$ cat src/rtl/ffha_pkg.sv
package ffha_pkg;

	// Heap geometry
	localparam int HEAP_BYTES = 64;
	localparam int IDX_W      = $clog2(HEAP_BYTES);
	localparam int HDR_BYTES  = 4;

	// Operation codes
	localparam logic [1:0] OP_ALLOC = 2'd0;
	localparam logic [1:0] OP_FREE  = 2'd1;
	localparam logic [1:0] OP_INC   = 2'd2;
	localparam logic [1:0] OP_DEC   = 2'd3;

	// Status codes
	localparam logic [1:0] ST_DONE     = 2'd0;
	localparam logic [1:0] ST_NOFIT    = 2'd1;
	localparam logic [1:0] ST_IGNORED  = 2'd2;
	localparam logic [1:0] ST_RELEASED = 2'd3;

	typedef struct packed {
		logic [1:0] operation;
		logic [7:0] request_size;
		logic [5:0] payload_offset;
		logic       handle_valid;
	} cmd_t;

	typedef struct packed {
		logic [1:0] status;
		logic [5:0] granted_offset;
		logic [7:0] ref_after;
	} rsp_t;

	// Block header, 25 bits: refs [24:17], next [16:9], free [8], size [7:0]
	typedef struct packed {
		logic [7:0] refs;
		logic [7:0] next;
		logic       free;
		logic [7:0] size;
	} hdr_t;

	localparam hdr_t HDR_INIT = '{
		refs: 8'd0,
		next: 8'd0,
		free: 1'b1,
		size: 8'(HEAP_BYTES - HDR_BYTES)
	};

endpackage

$ cat src/rtl/ffha_ram.sv
module ffha_ram #(
	parameter int WIDTH = 25,
	parameter int DEPTH = 64
) (
	input  logic                     clk,
	input  logic                     we,
	input  logic [$clog2(DEPTH)-1:0] waddr,
	input  logic [WIDTH-1:0]         wdata,
	input  logic [$clog2(DEPTH)-1:0] raddr,
	output logic [WIDTH-1:0]         rdata
);

	logic [WIDTH-1:0] mem_q [DEPTH];

	always_ff @(posedge clk) begin
		if (we) begin
			mem_q[waddr] <= wdata;
		end
		rdata <= mem_q[raddr];
	end

endmodule

$ cat src/rtl/first_fit_heap_allocator_core.sv
// First-fit heap allocator over a small byte heap, with reference counts
// and forward coalescing. Block headers live in a single-port-write,
// registered-read header RAM, one entry per byte offset.
// cmd channel (valid/ready): one item per operation (allocate, free,
// increment, decrement). rsp channel (valid/ready): exactly one item per
// command, in order. cmd_ready is high only while the sequencer is idle.
//
// Steps per command, from the cmd accept to the rsp register:
//   ignored command            : straight to the push state
//   free / increment / decrement: update the header, plus a merge reading the next one
//   allocate                   : walk the header chain (1 per cycle, up to
//                                HEAP_BYTES), plus a head write when the block is split
// The next command is taken in the cycle after the response is loaded; the
// chain walk through the header RAM sets how long an allocate takes.
// Reset clears the per-entry fill bits, so every header reads as its reset
// value (entry 0 one free block covering the heap, all others zero) until it
// is first written; no clearing pass is needed. When the receiver stalls, the
// finished item waits in the rsp register and the sequencer holds its next
// result until that register frees up; no command is taken meanwhile.
module first_fit_heap_allocator_core (
	input  logic           clk,
	input  logic           arst_n,
	input  logic           cmd_valid,
	output logic           cmd_ready,
	input  ffha_pkg::cmd_t cmd,
	output logic           rsp_valid,
	input  logic           rsp_ready,
	output ffha_pkg::rsp_t rsp
);

	localparam int IDX_W = ffha_pkg::IDX_W;
	localparam int SPL_W = 10;  // cur + header + request, max 63+4+255

	// Sequencer states
	localparam logic [2:0] S_IDLE = 3'd0;  // waiting for a command
	localparam logic [2:0] S_AEV  = 3'd1;  // allocate: check one header per cycle
	localparam logic [2:0] S_AFIN = 3'd2;  // allocate: write the granted header after a split
	localparam logic [2:0] S_HEV  = 3'd3;  // free/ref: update the addressed header
	localparam logic [2:0] S_MEV  = 3'd4;  // release: merge with a free successor
	localparam logic [2:0] S_PUSH = 3'd5;  // hand the result to the rsp register

	logic [2:0]            state_q, state_d;
	logic [1:0]            op_q;
	logic [7:0]            req_q;
	logic [IDX_W-1:0]      cur_q, cur_d;     // header being looked at / written
	logic [IDX_W-1:0]      steps_q, steps_d; // headers walked so far
	ffha_pkg::hdr_t        hold_q, hold_d;   // header waiting to be written
	ffha_pkg::rsp_t        res_q, res_d;
	ffha_pkg::rsp_t        rsp_q;
	logic                  rsp_valid_q;
	logic [ffha_pkg::HEAP_BYTES-1:0] hvld_q; // entry written since reset
	logic                  rd_fill_q;
	logic [IDX_W-1:0]      rd_addr_q;

	// Header RAM port signals
	logic                  ram_we;
	logic [IDX_W-1:0]      ram_waddr;
	ffha_pkg::hdr_t        ram_wdata;
	logic [IDX_W-1:0]      ram_raddr;
	ffha_pkg::hdr_t        ram_rdata;
	ffha_pkg::hdr_t        hdr;              // header as seen through the fill bits

	// Decode of the incoming command
	logic [5:0]            cmd_idx;
	logic                  cmd_ign;

	// Allocate datapath
	logic                  a_fit;
	logic [7:0]            a_rest;
	logic [SPL_W-1:0]      a_split_at;
	logic                  a_split;
	logic                  a_next_ok;
	logic [SPL_W-1:0]      a_grant;

	// Release path
	logic                  rel;
	ffha_pkg::hdr_t        rel_hdr;
	ffha_pkg::hdr_t        rel_free;
	logic                  rel_merge;
	ffha_pkg::hdr_t        upd_hdr;

	logic                  push_go;

	ffha_ram #(
		.WIDTH($bits(ffha_pkg::hdr_t)),
		.DEPTH(ffha_pkg::HEAP_BYTES)
	) u_hdr_ram (
		.clk   (clk),
		.we    (ram_we),
		.waddr (ram_waddr),
		.wdata (ram_wdata),
		.raddr (ram_raddr),
		.rdata (ram_rdata)
	);

	// Unwritten entries read as their reset value
	assign hdr = rd_fill_q ? ram_rdata :
		((rd_addr_q == '0) ? ffha_pkg::HDR_INIT : '0);

	assign cmd_ready = (state_q == S_IDLE);
	assign rsp_valid = rsp_valid_q;
	assign rsp       = rsp_q;
	assign push_go   = (state_q == S_PUSH) && (!rsp_valid_q || rsp_ready);

	// Command decode: header sits 4 bytes before the payload
	assign cmd_idx = cmd.payload_offset - 6'(ffha_pkg::HDR_BYTES);
	assign cmd_ign = !cmd.handle_valid
		|| (cmd.payload_offset < 6'(ffha_pkg::HDR_BYTES))
		|| (int'(cmd_idx) >= ffha_pkg::HEAP_BYTES);

	// First-fit test and split arithmetic on the current header
	assign a_fit      = hdr.free && (hdr.size >= req_q);
	assign a_rest     = hdr.size - req_q;
	assign a_split_at = SPL_W'(cur_q) + SPL_W'(ffha_pkg::HDR_BYTES) + SPL_W'(req_q);
	assign a_split    = (a_rest > 8'(ffha_pkg::HDR_BYTES))
		&& (int'(a_split_at) < ffha_pkg::HEAP_BYTES);
	assign a_next_ok  = (hdr.next != '0) && (int'(hdr.next) < ffha_pkg::HEAP_BYTES);
	assign a_grant    = SPL_W'(cur_q) + SPL_W'(ffha_pkg::HDR_BYTES);

	// Release: mark free, and look at the successor when the link is in range
	always_comb begin
		rel_free      = rel_hdr;
		rel_free.free = 1'b1;
	end
	assign rel_merge = (rel_hdr.next != '0) && (int'(rel_hdr.next) < ffha_pkg::HEAP_BYTES);

	always_comb begin
		state_d   = state_q;
		cur_d     = cur_q;
		steps_d   = steps_q;
		hold_d    = hold_q;
		res_d     = res_q;
		ram_raddr = cur_q;
		ram_we    = 1'b0;
		ram_waddr = cur_q;
		ram_wdata = hold_q;
		rel       = 1'b0;
		rel_hdr   = hdr;
		upd_hdr   = hdr;

		unique case (state_q)
			S_IDLE: begin
				if (cmd_valid) begin
					if (cmd.operation == ffha_pkg::OP_ALLOC) begin
						cur_d     = '0;
						steps_d   = '0;
						ram_raddr = '0;
						state_d   = S_AEV;
					end else if (cmd_ign) begin
						res_d   = '{status: ffha_pkg::ST_IGNORED,
							granted_offset: 6'd0, ref_after: 8'd0};
						state_d = S_PUSH;
					end else begin
						cur_d     = IDX_W'(cmd_idx);
						ram_raddr = IDX_W'(cmd_idx);
						state_d   = S_HEV;
					end
				end
			end

			S_AEV: begin
				if (a_fit) begin
					res_d = '{status: ffha_pkg::ST_DONE,
						granted_offset: 6'(a_grant), ref_after: 8'd1};
					if (a_split) begin
						// tail becomes a new free block, head written next cycle
						ram_we    = 1'b1;
						ram_waddr = a_split_at[IDX_W-1:0];
						ram_wdata = '{refs: 8'd0, next: hdr.next, free: 1'b1,
							size: a_rest - 8'(ffha_pkg::HDR_BYTES)};
						hold_d    = '{refs: 8'd1, next: 8'(a_split_at), free: 1'b0,
							size: req_q};
						state_d   = S_AFIN;
					end else begin
						ram_we    = 1'b1;
						ram_wdata = '{refs: 8'd1, next: hdr.next, free: 1'b0,
							size: hdr.size};
						state_d   = S_PUSH;
					end
				end else if (!a_next_ok || steps_q == IDX_W'(ffha_pkg::HEAP_BYTES - 1)) begin
					// end of chain, broken link or walk limit
					res_d   = '{status: ffha_pkg::ST_NOFIT,
						granted_offset: 6'd0, ref_after: 8'd0};
					state_d = S_PUSH;
				end else begin
					cur_d     = hdr.next[IDX_W-1:0];
					steps_d   = steps_q + IDX_W'(1);
					ram_raddr = hdr.next[IDX_W-1:0];
				end
			end

			S_AFIN: begin
				ram_we  = 1'b1;
				state_d = S_PUSH;
			end

			S_HEV: begin
				state_d = S_PUSH;
				case (op_q)
					ffha_pkg::OP_FREE: begin
						if (hdr.free) begin
							res_d = '{status: ffha_pkg::ST_DONE,
								granted_offset: 6'd0, ref_after: hdr.refs};
						end else begin
							rel = 1'b1;
						end
					end
					ffha_pkg::OP_INC: begin
						if (hdr.refs != 8'hFF) begin
							upd_hdr.refs = hdr.refs + 8'd1;
						end
						ram_we    = 1'b1;
						ram_wdata = upd_hdr;
						res_d     = '{status: ffha_pkg::ST_DONE,
							granted_offset: 6'd0, ref_after: upd_hdr.refs};
					end
					ffha_pkg::OP_DEC: begin
						upd_hdr.refs = hdr.refs - 8'd1;
						if (hdr.refs == 8'd0) begin
							res_d = '{status: ffha_pkg::ST_DONE,
								granted_offset: 6'd0, ref_after: 8'd0};
						end else if (upd_hdr.refs == 8'd0 && !hdr.free) begin
							rel     = 1'b1;
							rel_hdr = upd_hdr;
						end else begin
							ram_we    = 1'b1;
							ram_wdata = upd_hdr;
							res_d     = '{status: ffha_pkg::ST_DONE,
								granted_offset: 6'd0, ref_after: upd_hdr.refs};
						end
					end
					default: begin
						res_d = '{status: ffha_pkg::ST_IGNORED,
							granted_offset: 6'd0, ref_after: 8'd0};
					end
				endcase

				if (rel) begin
					res_d  = '{status: ffha_pkg::ST_RELEASED,
						granted_offset: 6'd0, ref_after: rel_hdr.refs};
					hold_d = rel_free;
					if (rel_merge) begin
						ram_raddr = rel_hdr.next[IDX_W-1:0];
						state_d   = S_MEV;
					end else begin
						ram_we    = 1'b1;
						ram_wdata = rel_free;
					end
				end
			end

			S_MEV: begin
				// hdr is the successor; absorb it if free, size wraps in 8 bits
				ram_we    = 1'b1;
				ram_wdata = hold_q;
				if (hdr.free) begin
					ram_wdata.size = hold_q.size + 8'(ffha_pkg::HDR_BYTES) + hdr.size;
					ram_wdata.next = hdr.next;
				end
				state_d = S_PUSH;
			end

			S_PUSH: begin
				if (push_go) begin
					state_d = S_IDLE;
				end
			end

			default: begin
				state_d = S_IDLE;
			end
		endcase
	end

	always_ff @(posedge clk or negedge arst_n) begin
		if (!arst_n) begin
			state_q     <= S_IDLE;
			rsp_valid_q <= 1'b0;
			hvld_q      <= '0;
			rd_fill_q   <= 1'b0;
			rd_addr_q   <= '0;
			steps_q     <= '0;
			cur_q       <= '0;
		end else begin
			state_q   <= state_d;
			cur_q     <= cur_d;
			steps_q   <= steps_d;
			rd_addr_q <= ram_raddr;
			rd_fill_q <= hvld_q[ram_raddr];
			if (ram_we) begin
				hvld_q[ram_waddr] <= 1'b1;
			end
			if (push_go) begin
				rsp_valid_q <= 1'b1;
			end else if (rsp_ready) begin
				rsp_valid_q <= 1'b0;
			end
		end
	end

	always_ff @(posedge clk) begin
		hold_q <= hold_d;
		res_q  <= res_d;
		if (cmd_valid && cmd_ready) begin
			op_q  <= cmd.operation;
			req_q <= cmd.request_size;
		end
		if (push_go) begin
			rsp_q <= res_q;
		end
	end

`ifndef NO_ASSERTIONS
	// Header RAM is only written while an operation is in flight
	a_write_busy: assert property (@(posedge clk) disable iff (!arst_n)
		ram_we |-> (state_q != S_IDLE && state_q != S_PUSH))
		else $error("header write outside an operation");

	// One command at a time: an accept closes the input for the next cycle
	a_one_cmd: assert property (@(posedge clk) disable iff (!arst_n)
		(cmd_valid && cmd_ready) |=> !cmd_ready)
		else $error("command accepted while busy");

	// A stalled rsp register keeps the sequencer waiting in its push state
	a_push_wait: assert property (@(posedge clk) disable iff (!arst_n)
		(state_q == S_PUSH && rsp_valid_q && !rsp_ready) |=> state_q == S_PUSH)
		else $error("result dropped under back-pressure");

	// Only a successful allocate returns an offset
	a_grant_done: assert property (@(posedge clk) disable iff (!arst_n)
		(rsp_valid_q && rsp_q.granted_offset != 6'd0) |-> rsp_q.status == ffha_pkg::ST_DONE)
		else $error("granted offset with non-done status");
`endif

endmodule
$ cat config.mk
export PLATFORM = sky130hd
export DESIGN_NAME = first_fit_heap_allocator_core
export DESIGN_NICKNAME = d
export VERILOG_FILES = /design/src/rtl/ffha_pkg.sv /design/src/rtl/ffha_ram.sv /design/src/rtl/first_fit_heap_allocator_core.sv
export SDC_FILE = /design/constraint.sdc
export NUM_CORES = 2
export LEC_CHECK = 0
export ABC_AREA = 0
export CAP_MARGIN = 20
export CORE_MARGIN = 2
export CORE_UTILIZATION = 57
export DETAILED_ROUTE_END_ITERATION = 6
export DONT_BUFFER_PORTS = 1
export HOLD_SLACK_MARGIN = 0.15
export PLACE_DENSITY_LB_ADDON = 0.2
export SYNTH_ARGS = -nofsm -noshare
export SYNTH_HDL_FRONTEND = slang
export SYNTH_HIERARCHICAL = 1
export SYNTH_SLANG_ARGS = --single-unit
$ cat constraint.sdc
create_clock -name clk -period 7.4 [get_ports clk]
set_input_delay 0.74 -clock clk [delete_from_list [all_inputs] [get_ports clk]]
set_output_delay 0.74 -clock clk [all_outputs]
set_load 0.02 [all_outputs]
==> impl_metrics.ini <==
[sta]
finalCritPeriodShare = 0.954
fin_skew_ns = 0.0491
rsz0062_at_grt = no
slew_headroom = 0.259
tns_ns = 0
tightestPinTransition_ns = 1.11
drv_slew = 0
fmax_ghz = 0.142
hold_ws_ns = 0.289
finalHoldViolations = 0
period_minus_slack_ns = 7.06
finalSetupViolCount = 0

[synth]
synth_area_leaders = edfxtp_1, mux4_2, mux2i_1
synthFlopType = edfxtp_1
yosys-top-cells-count = edfxtp_1, mux4_2, mux2i_1
syn_inst = 3823
synth_seq_cells = 1779
synth_top_area_share = 0.697
synthArstFlopShare = 0.0489
syn_area_mm2 = 0.0718
synth_warnings = 6
synth.net_count = 3883
ys_types = 92
yosys.area.top_type = edfxtp_1
synth_area_per_cell_um2 = 18.8
synth-edff-count = 1667
yosysMostFrequentCell = edfxtp_1
synth-seq-area-share = 0.735

[global_routing]
grt_pass1_vias = 37600
grt_max_degree = 88
track_usage = 0.280
grt_pass1_wl_um = 261000
grt_overflow = 0
antenna_found_initial = 6

[critical_path]
crit_chain = or4_1, nor4_2, a21oi_1, inv_1, ha_1, a211oi_1, o21ai_0, a211oi_1, or2_1, nor2_1, o311ai_2, buf_4, mux2i_1, inv_1, nor2b_1, nand3_1, nor2_2, buf_4
path_delay_family = simple AND/OR/NAND/NOR gates
crit_required_ns = 7.84
start_kind = flop
path_max_fanout = 25
crit_buf_inv = 4
crit_slowest_cell = nand3_1
critPathCaptureType = flop
worstPathArrival_ns = 7.50
cpPeakStageDelay_ns = 0.61
rrSetupSlack_ns = 0.34
path_class = flop to flop

[floorplanning]
ioPinCount = 39
core_area_mm2 = 0.125
initial_core_util = 0.573
die-area_mm2 = 0.129
rows = 130
die_height_um = 359
die_x_um = 359

[clocking]
insertion_delay_ns = 0.84
cts.path.max_buffers = 3
cts_tree = yes
htreeDepth = 4
clockRootBuffer = clkbuf_16
path_clk_slew_ns = 0.06
cts_made_buffers = 176
numClockSinks = 1779

[finish]
area_growth_syn_to_layout_pct = 12.4
finalCoreUtilization = 0.644
fillCellCount = 8423
fin_nets = 4076
drive_above_1_share = 0.224
stdcell_area_mm2 = 0.0807

[pwr]
powerDensity_mw_per_mm2 = 434
ir_worst_vdd_v = 0.000309
leakagePower_nw = 27.1

[run_status]
outcome = finished clean

[detailed_routing]
totalWireLength_um = 179000
avgRoutedWirePerCell_um = 30.8
drt_iter0_drc = 4925
drt_pre_antenna_iters = 5
viasPerCell = 6.58
drc = 0
ant_nets = 0
dr_total_vias = 38300

[job]
drv_cap = 0

[placement]
numPortBuffers = 0
placed_area_mm2 = 0.0749
dp_hpwl_um = 109000
place.gp.congestion = 0.965

[hold_path]
hold_class = input port to flop
-- where the power goes --
part / leakage, nW / total, mW / internal [mW] / switching (mW)
Combinational: 8.05 / 13.4 / 4.96 / 8.45
Sequential: 16.4 / 13.0 / 12.6 / 0.412
Clock: 2.73 / 8.63 / 4.85 / 3.77
Total: 27.1 / 35.0 / 22.4 / 12.6
-- metal layers --
metal	GRT usage	part of all wire	wire length, um
met4	0.103	0.037	6730
met1	0.394	0.39	69700
met3	0.0534	0.092	16600
met2	0.444	0.48	86400
met5	0	0	0
-- path summary, 6_finish.rpt --
path,startpoint,end,depth (start not counted)
setup reg to reg,rd_addr_q[2],u_hdr_ram/mem_q[54][23],18
hold reg to reg,res_q[8],rsp[8],0
setup / recovery,rd_addr_q[2],u_hdr_ram/mem_q[54][23],18
hold / removal,cmd[0],state_q[1],3
min in group asynchronous,arst_n,hvld_q[24],2
max in group asynchronous,arst_n,rd_addr_q[2],2
-- cells by family (layout without fill, tap and decap cells) --
| family | after synthesis | after routing | synth area share |
|---|---|---|---|
| AOI/OAI and AO/OA | 562 | 562 | 0.0546 |
| adders and majority gates | 39 | 39 | 0.00711 |
| DFF | 1779 | 1779 | 0.735 |
| other | 0 | 4 | 0 |
| buffers and inverters | 259 | 599 | 0.0200 |
| muxes | 576 | 576 | 0.141 |
| xor gates and xnor gates | 31 | 31 | 0.00378 |
| and+or+nand+nor | 577 | 577 | 0.0388 |
-- worst min-delay path: cells and delay by family --
| kind | cells | cell delay, ns |
|---|---|---|
| compound gates | 1 | 0.06 |
| buf+inv | 1 | 0.13 |
| simple gates | 1 | 0.14 |
-- layout by cell type (no fill, tap or decap), drive strengths merged, types with 8 or more instances in the layout --
cell type,netlist,layout
mux4,347,347
buf,117,205
o22a,8,8
nor3,39,39
and2,14,14
a22oi,95,95
dfrtp,87,87
nand2b,20,20
ha,36,36
nor4,21,21
clkbuf,85,227
o31ai,9,9
o221ai,12,12
a311oi,18,18
xnor2,19,19
o211ai,10,10
dlygate4sd3,0,12
o22ai,62,62
a211oi,10,10
nor2b,35,35
a21o,77,77
clkinv,2,79
or3,8,8
nand2,138,138
a21oi,78,78
edfxtp,1667,1667
dfxtp,25,25
nand4,26,26
inv,55,64
o21ai,100,100
nor2,185,185
a22o,22,22
bufinv,0,10
mux2i,223,223
and3,18,18
xor2,12,12
nand3,40,40
-- final cells by class --
class	instances	area, um^2	area share
Multi-Input combinational cell	1785	18100	0.224
Tap cell	1650	2060	0.0256
Clock inverter	98	883	0.0109
Sequential cell	1779	52700	0.653
Clock buffer	227	4690	0.0581
Antenna cell	4	10.0	0.000124
Timing Repair Buffer	217	1990	0.0246
Inverter	57	221	0.00274
-- through the flow --
| stage | worst slack (ns) | instances | power (mW) |
|---|---|---|---|
| floorplan | 0.326 | 3823 | 21.7 |
| global placement | 0.456 | 5465 | 26.2 |
| detailed placement | 0.334 | 5471 | 26.3 |
| CTS | 0.288 | 5809 | 35.0 |
| global route | 0.0123 | 5814 | 36.2 |
| finish | 0.344 | 5817 | 35.0 |
-- registers in the layout, indices dropped and copies added, names as in the netlist, 2 cells and up --
signal           flops
u_hdr_ram/mem_q   1600
hvld_q              64
hold_q              25
u_hdr_ram/rdata     25
res_q               16
rsp                 16
req_q                8
cur_q                6
rd_addr_q            6
steps_q              6
state_q              3
op_q                 2
-- repair_timing --
| item | 4_1_cts | 5_1_grt |
|---|---|---|
| setup endpoints to repair | 0 | 506 |
| hold endpoints to repair | 98 | 0 |
| hold buffers | 13 | 0 |
| buffers inserted | 0 | 0 |
| resized for setup | 0 | 1 |
Power figures use the tool's default switching activity.
